--- src/rtl/core/udiv_pkg.sv ---
// ----------------------------------------------------------------------------
// udiv_pkg
// Shared types and constants for the unsigned restoring divider.
// ----------------------------------------------------------------------------
`default_nettype none

package udiv_pkg;

  localparam int unsigned DATA_W      = 64;
  localparam int unsigned NARROW_BITS = 32;
  localparam int unsigned WIDE_BITS   = 64;
  localparam int unsigned CNT_W       = $clog2(WIDE_BITS + 1);

  // operand width select
  localparam logic OP_NARROW = 1'b0;
  localparam logic OP_WIDE   = 1'b1;

  typedef struct packed {
    logic              op;
    logic [DATA_W-1:0] dividend;
    logic [DATA_W-1:0] divisor;
  } in_item_t;

  typedef struct packed {
    logic [DATA_W-1:0] quotient;
    logic [DATA_W-1:0] remainder;
    logic              divide_by_zero;
  } out_item_t;

  // controller to datapath
  typedef struct packed {
    logic load;
    logic step;
    logic publish;
  } dp_cmd_t;

  // datapath to controller
  typedef struct packed {
    logic steps_done;
  } dp_status_t;

endpackage

`default_nettype wire

--- src/rtl/core/unsigned_restoring_divider.sv ---
// ----------------------------------------------------------------------------
// unsigned_restoring_divider
// Radix-2 restoring unsigned divider, 32-bit or 64-bit operands.
// ----------------------------------------------------------------------------
// One item at a time. An accepted item spends one cycle per quotient bit in a
// single shared 65-bit subtract-and-compare unit (32 steps for a 32-bit divide,
// 64 for a 64-bit divide); the result then moves into the output register once
// that register is free, and the next item can be taken after that move. A zero
// divisor skips the steps. The output register lets the next item start while a
// finished result waits to be taken.
`default_nettype none

module unsigned_restoring_divider (
  input  wire logic                  clk,
  input  wire logic                  rst,
  input  wire logic                  in_valid,
  output logic                       in_ready,
  input  wire udiv_pkg::in_item_t    in_item,
  output logic                       out_valid,
  input  wire logic                  out_ready,
  output udiv_pkg::out_item_t        out_item
);
  import udiv_pkg::*;

  dp_cmd_t    cmd;
  dp_status_t status;

  udiv_ctrl u_ctrl (
    .clk       (clk),
    .rst       (rst),
    .in_valid  (in_valid),
    .in_ready  (in_ready),
    .out_valid (out_valid),
    .out_ready (out_ready),
    .cmd       (cmd),
    .status    (status)
  );

  udiv_dp u_dp (
    .clk      (clk),
    .rst      (rst),
    .in_item  (in_item),
    .cmd      (cmd),
    .status   (status),
    .out_item (out_item)
  );

endmodule

`default_nettype wire

--- src/rtl/core/udiv_dp.sv ---
// ----------------------------------------------------------------------------
// udiv_dp
// Divider datapath: operand registers, partial remainder, quotient shift
// register, step counter, one shared 65-bit subtractor and result register.
// ----------------------------------------------------------------------------
`default_nettype none

module udiv_dp (
  input  wire logic                  clk,
  input  wire logic                  rst,
  input  wire udiv_pkg::in_item_t    in_item,
  input  wire udiv_pkg::dp_cmd_t     cmd,
  output udiv_pkg::dp_status_t       status,
  output udiv_pkg::out_item_t        out_item
);
  import udiv_pkg::*;

  logic [DATA_W-1:0] num;
  logic [DATA_W-1:0] den;
  logic [DATA_W-1:0] rem;
  logic [DATA_W-1:0] quo;
  logic [CNT_W-1:0]  cnt;
  logic              dz;
  out_item_t         res;

  logic [DATA_W-1:0] num_in;
  logic [DATA_W-1:0] den_in;
  logic              dz_in;
  logic [DATA_W:0]   shifted;
  logic [DATA_W:0]   diff;
  logic              qbit;
  logic [DATA_W-1:0] rem_next;

  always_comb begin
    if (in_item.op == OP_WIDE) begin
      num_in = in_item.dividend;
      den_in = in_item.divisor;
    end else begin
      // narrow dividend sits in the top half so the msb shifts out first
      num_in = {in_item.dividend[NARROW_BITS-1:0], {(DATA_W-NARROW_BITS){1'b0}}};
      den_in = {{(DATA_W-NARROW_BITS){1'b0}}, in_item.divisor[NARROW_BITS-1:0]};
    end
    dz_in = (den_in == '0);
  end

  // partial remainder stays below den, so a set bit 64 of diff means borrow
  always_comb begin
    shifted  = {rem, num[DATA_W-1]};
    diff     = shifted - {1'b0, den};
    qbit     = ~diff[DATA_W];
    rem_next = qbit ? diff[DATA_W-1:0] : shifted[DATA_W-1:0];
  end

  always_ff @(posedge clk) begin
    if (rst) begin
      cnt <= '0;
    end else if (cmd.load) begin
      if (dz_in) begin
        cnt <= '0;
      end else if (in_item.op == OP_WIDE) begin
        cnt <= CNT_W'(WIDE_BITS);
      end else begin
        cnt <= CNT_W'(NARROW_BITS);
      end
    end else if (cmd.step) begin
      cnt <= cnt - 1'b1;
    end
  end

  always_ff @(posedge clk) begin
    if (cmd.load) begin
      num <= num_in;
      den <= den_in;
      rem <= '0;
      quo <= '0;
      dz  <= dz_in;
    end else if (cmd.step) begin
      num <= {num[DATA_W-2:0], 1'b0};
      rem <= rem_next;
      quo <= {quo[DATA_W-2:0], qbit};
    end
    if (cmd.publish) begin
      res.quotient       <= quo;
      res.remainder      <= rem;
      res.divide_by_zero <= dz;
    end
  end

  assign status.steps_done = (cnt == '0);
  assign out_item          = res;

endmodule

`default_nettype wire

--- src/rtl/core/udiv_ctrl.sv ---
// ----------------------------------------------------------------------------
// udiv_ctrl
// Divider controller: handshakes, step sequencing and output valid.
// ----------------------------------------------------------------------------
`default_nettype none

module udiv_ctrl (
  input  wire logic                  clk,
  input  wire logic                  rst,
  input  wire logic                  in_valid,
  output logic                       in_ready,
  output logic                       out_valid,
  input  wire logic                  out_ready,
  output udiv_pkg::dp_cmd_t          cmd,
  input  wire udiv_pkg::dp_status_t  status
);
  import udiv_pkg::*;

  typedef enum logic [0:0] {
    ST_IDLE,
    ST_RUN
  } state_t;

  state_t state;
  logic   slot_free;

  assign in_ready  = (state == ST_IDLE);
  assign slot_free = ~out_valid | out_ready;

  always_comb begin
    cmd = '0;
    case (state)
      ST_IDLE: begin
        cmd.load = in_valid;
      end
      ST_RUN: begin
        cmd.step    = ~status.steps_done;
        cmd.publish = status.steps_done & slot_free;
      end
      default: begin
        cmd = '0;
      end
    endcase
  end

  always_ff @(posedge clk) begin
    if (rst) begin
      state     <= ST_IDLE;
      out_valid <= 1'b0;
    end else begin
      case (state)
        ST_IDLE: begin
          if (in_valid) begin
            state <= ST_RUN;
          end
        end
        ST_RUN: begin
          if (cmd.publish) begin
            state <= ST_IDLE;
          end
        end
        default: begin
          state <= ST_IDLE;
        end
      endcase
      if (cmd.publish) begin
        out_valid <= 1'b1;
      end else if (out_ready) begin
        out_valid <= 1'b0;
      end
    end
  end

endmodule

`default_nettype wire

--- config.mk ---
export PLATFORM = sky130hd
export DESIGN_NAME = unsigned_restoring_divider
export DESIGN_NICKNAME = d
export VERILOG_FILES = /design/src/rtl/core/udiv_pkg.sv /design/src/rtl/core/unsigned_restoring_divider.sv /design/src/rtl/core/udiv_dp.sv /design/src/rtl/core/udiv_ctrl.sv
export SDC_FILE = /design/constraint.sdc
export NUM_CORES = 1
export LEC_CHECK = 0
export BUFFER_PORTS_ARGS = -buffer_cell sky130_fd_sc_hd__buf_4
export CORE_AREA = 2 2 179 181
export CTS_BUF_LIST = sky130_fd_sc_hd__clkbuf_2
export DETAILED_ROUTE_END_ITERATION = 16
export DIE_AREA = 0 0 181 183
export HOLD_SLACK_MARGIN = 0.05
export MAX_ROUTING_LAYER = met4
export PLACE_DENSITY = 0.81
export SYNTH_ARGS = -nofsm -noshare
export SYNTH_HDL_FRONTEND = slang
export SYNTH_SLANG_ARGS = --single-unit
--- constraint.sdc ---
create_clock -name clk -period 6.33 [get_ports clk]
set_input_delay 1.266 -clock clk [delete_from_list [all_inputs] [get_ports clk]]
set_output_delay 1.266 -clock clk [all_outputs]
set_load 0.01 [all_outputs]
== After elaboration in Yosys (flattened, before gate mapping) ==
Cells that the tools add are included.

* Register bits after elaboration: 395
* Output and inout port bits: 131
* Bits of input ports: 133
* Logic and storage cells: 39

* Add/sub/neg operators: 2
* Multiplexer cells: 16
* Bitwise gates (word level): 6
* Reduce and logical (&&, ||, !) cells: 4

{| class="wikitable"
|+ Operators with widths
! cell !! count
|-
| $mux W64 || 5
|-
| $sub A65 B64 Y65 || 1
|-
| $logic_not A64 Y1 || 1
|-
| $mux W7 || 4
|-
| $logic_not A7 Y1 || 1
|-
| $sub A7 B1 Y7 const B || 1
|-
| $mux W1 || 5
|-
| $not A1 Y1 || 4
|-
| $reduce_bool A2 Y1 || 2
|-
| $mux W2 || 1
|-
| $pmux W1 S2 || 1
|-
| $and A1 B1 Y1 || 1
|-
| $or A1 B1 Y1 || 1
|}

== Longest topological paths before layout ==
* Depth after elaboration: 6
* Mapped depth: 17
* Depth with buffers taken out: 14

== By module ==
A second synthesis with hierarchy kept.

* Cells, all modules: 1701
* Area total of the unflattened synthesis: 18819.3 µm²

{| class="wikitable"
|+ By module, submodules not included
! module !! cells each !! area each (µm²) !! instances !! seq. area each (µm²)
|-
| udiv_dp || 1690 || 18721.7 || 1 || 10450.0
|-
| udiv_ctrl || 11 || 97.6 || 1 || 40.0
|}

== Worst setup path before layout ==
No wires, ideal clock.

* Kind: input port to flip-flop
* Start point: input port out_ready
* End point: register u_dp.res, in the netlist u_dp.out_item[0] (enable)
* Path buffers: 0
* Cell stages on the path: 2
* Slack: 1426 ps
* Library setup time: 505 ps
* Required time: 5825 ps
* Arrival time: 4398 ps
* Cells stage by stage: nand2b_1 -> and3_1

{| class="wikitable"
|+ RTL lines
! what !! RTL line !! RTL
|-
| start: declaration || unsigned_restoring_divider.sv:20 || <nowiki>input wire logic out_ready,</nowiki>
|-
| end: declaration || udiv_dp.sv:24 || <nowiki>out_item_t res;</nowiki>
|}

== Worst setup path after layout ==
* Start point: register u_dp.den[0]
* End point: register u_dp.rem[53]

* Word-level cells in the longest chain between the ends: 2

{| class="wikitable"
|+ Ends and longest elaborated chain
! what !! RTL line !! RTL
|-
| start: declaration || udiv_dp.sv:19 || <nowiki>logic [DATA_W-1:0] den;</nowiki>
|-
| start signal: assignment || udiv_dp.sv:73 || <nowiki>den <= den_in;</nowiki>
|-
| $sub A65 B64 Y65 || udiv_dp.sv:49 || <nowiki>diff = shifted - {1'b0, den};</nowiki>
|-
| $mux W64 || udiv_dp.sv:51 || <nowiki>rem_next = qbit ? diff[DATA_W-1:0] : shifted[DATA_W-1:0];</nowiki>
|-
| end signal: assignment || udiv_dp.sv:79 || <nowiki>rem <= rem_next;</nowiki>
|-
| end: declaration || udiv_dp.sv:20 || <nowiki>logic [DATA_W-1:0] rem;</nowiki>
|}

No other way between the ends.
A chain may end at the register's enable or synchronous reset.

==> metrics.txt <==
# TYPE chip_impl_metric gauge
chip_impl_metric{name="p_sw_share",unit="%"} 30.73
chip_impl_metric{name="die_height",unit="um"} 183
chip_impl_metric{name="finalSetupViolations",unit=""} 0
chip_impl_metric{name="drcViolationCount",unit=""} 0
chip_impl_metric{name="synth.ff_latch_count",unit=""} 395
chip_impl_metric{name="starting_utilization_of_the_core_area",unit="%"} 58.32
chip_impl_metric{name="fin_skew",unit="ns"} 0.1249
chip_impl_metric{name="design.core.area",unit="sq um"} 31230
chip_impl_metric{name="post_cts.resized_instances",unit=""} 0
chip_impl_metric{name="cts.reportedPaths.clkPinSlew",unit="ns"} 0.12
chip_impl_info{name="worst-setup-path-type",value="register to register"} 1
chip_impl_metric{name="first_pass_grt_wire_length",unit="mm"} 67.70
chip_impl_info{name="ys_top_cells_by_area",value="sky130_fd_sc_hd__edfxtp_1, sky130_fd_sc_hd__dfxtp_1, sky130_fd_sc_hd__mux2i_1"} 1
chip_impl_metric{name="route.antenna.remaining_nets",unit=""} 0
chip_impl_metric{name="fill_cells",unit=""} 2399
chip_impl_metric{name="global_placement_routability_congestion",unit=""} 0.9230
chip_impl_info{name="clock_tree.root_cell",value="sky130_fd_sc_hd__clkbuf_2"} 1
chip_impl_metric{name="worstPathMaxFanout",unit=""} 29
chip_impl_metric{name="fin_nets",unit=""} 2133
chip_impl_metric{name="p_switching",unit="mW"} 1.898
chip_impl_metric{name="grtUsageTotal",unit="%"} 26.02
chip_impl_metric{name="route.vias.total",unit=""} 13715
chip_impl_metric{name="synth-warning-count",unit=""} 0
chip_impl_metric{name="p_seq_share",unit="%"} 53.3
chip_impl_metric{name="layout.area.seq",unit="sq um"} 10490
chip_impl_metric{name="timing.final.hold_violations",unit=""} 0
chip_impl_metric{name="average_size_of_a_mapped_cell",unit="sq um"} 11.06
chip_impl_metric{name="first_iter_violations",unit=""} 1131
chip_impl_metric{name="finalSetupTns",unit="ns"} 0
chip_impl_metric{name="postCtsSetupBuffers",unit=""} 0
chip_impl_info{name="synthFlopType",value="sky130_fd_sc_hd__edfxtp_1"} 1
chip_impl_info{name="cpMaxStageDelayCell",value="sky130_fd_sc_hd__a2111o_1"} 1
chip_impl_metric{name="synth_fp_nets",unit=""} 1846
chip_impl_metric{name="clk-insertion-delay-late",unit="ns"} 0.94
chip_impl_info{name="end_kind",value="register"} 1
chip_impl_metric{name="cpPeakStageDelay",unit="ns"} 0.49
chip_impl_metric{name="area_delta_synth_final",unit="%"} 17.18
chip_impl_metric{name="combPwrFrac",unit="%"} 19.5
chip_impl_info{name="rsz0062_at_grt",value="false"} 1
chip_impl_info{name="synth_top_cell_by_area",value="sky130_fd_sc_hd__edfxtp_1"} 1
chip_impl_metric{name="worstMarginPinSlew",unit="ns"} 1.210
chip_impl_metric{name="pwr-share-clk",unit="%"} 27.2
chip_impl_metric{name="grt_overflow",unit=""} 0
chip_impl_metric{name="finalCoreUtilization",unit="%"} 68.34
chip_impl_metric{name="power-per-cell-area",unit="nW/um^2"} 289.4
chip_impl_info{name="critical_path_source_type",value="register"} 1
chip_impl_metric{name="post_route_cells_drive_above_1_share",unit="%"} 22.22
chip_impl_metric{name="i_o_pin_cnt",unit=""} 264
chip_impl_metric{name="cts_sinks",unit=""} 395
chip_impl_metric{name="synth_async_sr_flop_share",unit="%"} 0
chip_impl_metric{name="post_synth_num_cell_types",unit=""} 70
chip_impl_metric{name="drt-wirelength-per-cell",unit="um"} 17.77
chip_impl_metric{name="vdd.ir_drop.worst",unit="mV"} 0.1565
chip_impl_metric{name="sequential_fraction_of_the_synthesis_area",unit="%"} 57.59
chip_impl_metric{name="routed_via_density",unit=""} 5.679
chip_impl_metric{name="timing.max_cap.violations",unit=""} 0
chip_impl_metric{name="power_report.internal_total",unit="mW"} 4.279
chip_impl_info{name="run_status",value="finished, final reports clean"} 1
chip_impl_info{name="tritoncts",value="built"} 1
chip_impl_metric{name="cts-root-to-sink-buffers",unit=""} 3
chip_impl_info{name="leading_cell_type_by_number_of_instances_after_synthesis",value="sky130_fd_sc_hd__edfxtp_1"} 1
chip_impl_metric{name="final_max_slew_viol_count",unit=""} 0
chip_impl_metric{name="setup_ws",unit="ns"} 2.162
chip_impl_metric{name="power.static_leakage",unit="nW"} 8.986
chip_impl_metric{name="crit_arrival",unit="ns"} 4.91
chip_impl_metric{name="pre_cts_ws",unit="ns"} 2.001
chip_impl_metric{name="numCtsBuffers",unit=""} 93
chip_impl_metric{name="share_of_the_clock_period_used_by_the_worst_path",unit="%"} 65.85
chip_impl_metric{name="first_global_vias",unit=""} 13374
chip_impl_info{name="cp_cell_sequence",value="ha_1 -> fa_1 -> nand2b_1 -> a21o_1 -> a21oi_2 -> o211a_1 -> o311a_1 -> o21bai_1 -> a2111o_1 -> a31oi_1 -> nor2b_4 -> buf_4 -> nand2_2 -> o221ai_1"} 1
chip_impl_metric{name="p_total",unit="mW"} 6.177
chip_impl_metric{name="row_count",unit=""} 65
chip_impl_metric{name="fp.dieW",unit="um"} 181
chip_impl_metric{name="synth_largest_type_area_fraction",unit="%"} 42.54
chip_impl_metric{name="maximum_number_of_pins_on_one_net_before_global_route_repair",unit=""} 104
chip_impl_metric{name="buffers_on_ports",unit=""} 263
chip_impl_metric{name="dr.pass1.iters",unit=""} 6
chip_impl_info{name="worstHoldPathType",value="register to register"} 1
chip_impl_metric{name="design.die.area",unit="sq um"} 33120
chip_impl_metric{name="whs",unit="ns"} 0.3811
chip_impl_metric{name="edff_count_synth",unit=""} 258
chip_impl_metric{name="wl",unit="mm"} 42.92
chip_impl_metric{name="final_period_minus_worst_setup_slack",unit="ns"} 4.168
chip_impl_info{name="post_synth_most_frequent_cells",value="sky130_fd_sc_hd__edfxtp_1, sky130_fd_sc_hd__nand2_1, sky130_fd_sc_hd__dfxtp_1, sky130_fd_sc_hd__a21oi_1, sky130_fd_sc_hd__nor2_1"} 1
chip_impl_metric{name="area_occupied_by_multi_input_gates",unit="sq um"} 7057
chip_impl_metric{name="timing.slew.headroom",unit="%"} 19.12
chip_impl_metric{name="cts_hold_buf",unit=""} 0
chip_impl_metric{name="htree_levels",unit=""} 3
chip_impl_metric{name="worstPathRequired",unit="ns"} 7.07
chip_impl_metric{name="synthesis.area",unit="sq um"} 18210
chip_impl_metric{name="initial_antenna_violation_count",unit=""} 1
chip_impl_metric{name="syn_inst",unit=""} 1647
chip_impl_metric{name="dpl.hpwl",unit="mm"} 30.14
chip_impl_metric{name="max_freq",unit="GHz"} 0.2399
final timing paths:
path                    start               end  slack, ns  cells after the start
setup / recovery  u_dp.den[0]      u_dp.rem[53]       2.16                     14
hold reg to reg       u_dp.dz  u_dp.out_item[0]       0.38                      0
hold / removal        u_dp.dz  u_dp.out_item[0]       0.38                      0
setup reg to reg  u_dp.den[0]      u_dp.rem[53]       2.16                     14
cell usage in the layout, fill, tap and decap left out, types with 5 or more instances in the layout:
master                     Yosys  layout
sky130_fd_sc_hd__mux2i_1      88      88
sky130_fd_sc_hd__a21o_1       30      30
sky130_fd_sc_hd__inv_1        88      86
sky130_fd_sc_hd__a31oi_1      13      13
sky130_fd_sc_hd__o211ai_1      5       5
sky130_fd_sc_hd__a21oi_1     114     114
sky130_fd_sc_hd__clkbuf_2      1     139
sky130_fd_sc_hd__nor3_1       15      15
sky130_fd_sc_hd__dfxtp_1     137     137
sky130_fd_sc_hd__ha_1         65      65
sky130_fd_sc_hd__and3_1        8       7
sky130_fd_sc_hd__a211oi_1      8       8
sky130_fd_sc_hd__nand3b_1      5       5
sky130_fd_sc_hd__nor2_1       98      97
sky130_fd_sc_hd__edfxtp_1    258     258
sky130_fd_sc_hd__clkinv_1      0      23
sky130_fd_sc_hd__nor4_1       19      19
sky130_fd_sc_hd__xnor2_1      33      33
sky130_fd_sc_hd__and2_1       39      39
sky130_fd_sc_hd__nand3_1      40      40
sky130_fd_sc_hd__nand4_1      24      24
sky130_fd_sc_hd__o21ai_0      84      84
sky130_fd_sc_hd__o21bai_1      9       9
sky130_fd_sc_hd__nor2b_1       7       6
sky130_fd_sc_hd__nand2_1     200     200
sky130_fd_sc_hd__clkinv_2      0       5
sky130_fd_sc_hd__buf_4         1     272
sky130_fd_sc_hd__o21a_1        7       7
sky130_fd_sc_hd__nand2b_1     11      11
sky130_fd_sc_hd__o221ai_1      5       5
sky130_fd_sc_hd__a22o_1       65      65
sky130_fd_sc_hd__xor2_1       26      26
sky130_fd_sc_hd__o21ai_1      14      12
cells by family (layout without fill, tap and decap cells):
group           after synthesis  in the layout  share of synthesized area, %
fa+ha+maj                    66             66                         4.575
simple gates                479            479                         12.08
xor+xnor                     59             59                         2.837
other cells                   0              1                             0
compound gates              390            390                         14.12
flops                       395            395                         57.59
buf+inv                     169            534                         3.895
mux                          89             89                         4.898
critical path: cells and delay by family (launching register included):
kind                       cells  cell delay [ns]
AOI/OAI and AO/OA              8             1.74
and+or+nand+nor                3             0.79
buffers and inverters          1             0.47
DFF                            1             0.38
adders and majority gates      2             0.64
per-stage QoR:
stage | instances | cell area [sq um]
after floorplan | 1647 | 18210
final | 2415 | 21340
after global routing | 2415 | 21340
after detailed placement | 2241 | 20440
after global placement | 2241 | 20440
after CTS | 2414 | 21340
metal layers:
metal / share of wire (%) / GRT usage, %
met1: 44 / 34.35
met2: 47 / 41.51
met3: 6.7 / 4.647
met4: 1.9 / 7.870
met5: 0 / -
sequential cells by signal (all words and copies together), names as in the netlist:
register / count
u_dp.out_item: 129
u_dp.den: 64
u_dp.num: 64
u_dp.quo: 64
u_dp.rem: 64
u_dp.cnt: 7
u_ctrl.out_valid: 1
u_ctrl.state: 1
u_dp.dz: 1
layout make-up:
type	instances	area share, %
sequential	395	49.15
antenna	1	0.01172
clock inverter	34	0.9380
tap	402	2.357
timing repair buffer	273	9.661
clock buffer	139	3.259
multi-input combinational	1083	33.06
inverter	88	1.559
power by group through the flow:
stage | combinational (mW) | sequential [mW] | clock [mW]
finish | 1.20 | 3.29 | 1.68
global route | 1.32 | 3.32 | 1.85
CTS | 1.21 | 3.29 | 1.73
detailed placement | 1.20 | 3.35 | 0
global placement | 1.17 | 3.34 | 0
floorplan | 0.626 | 3.42 | 0
No activity file was read; power rests on OpenSTA's default activity.
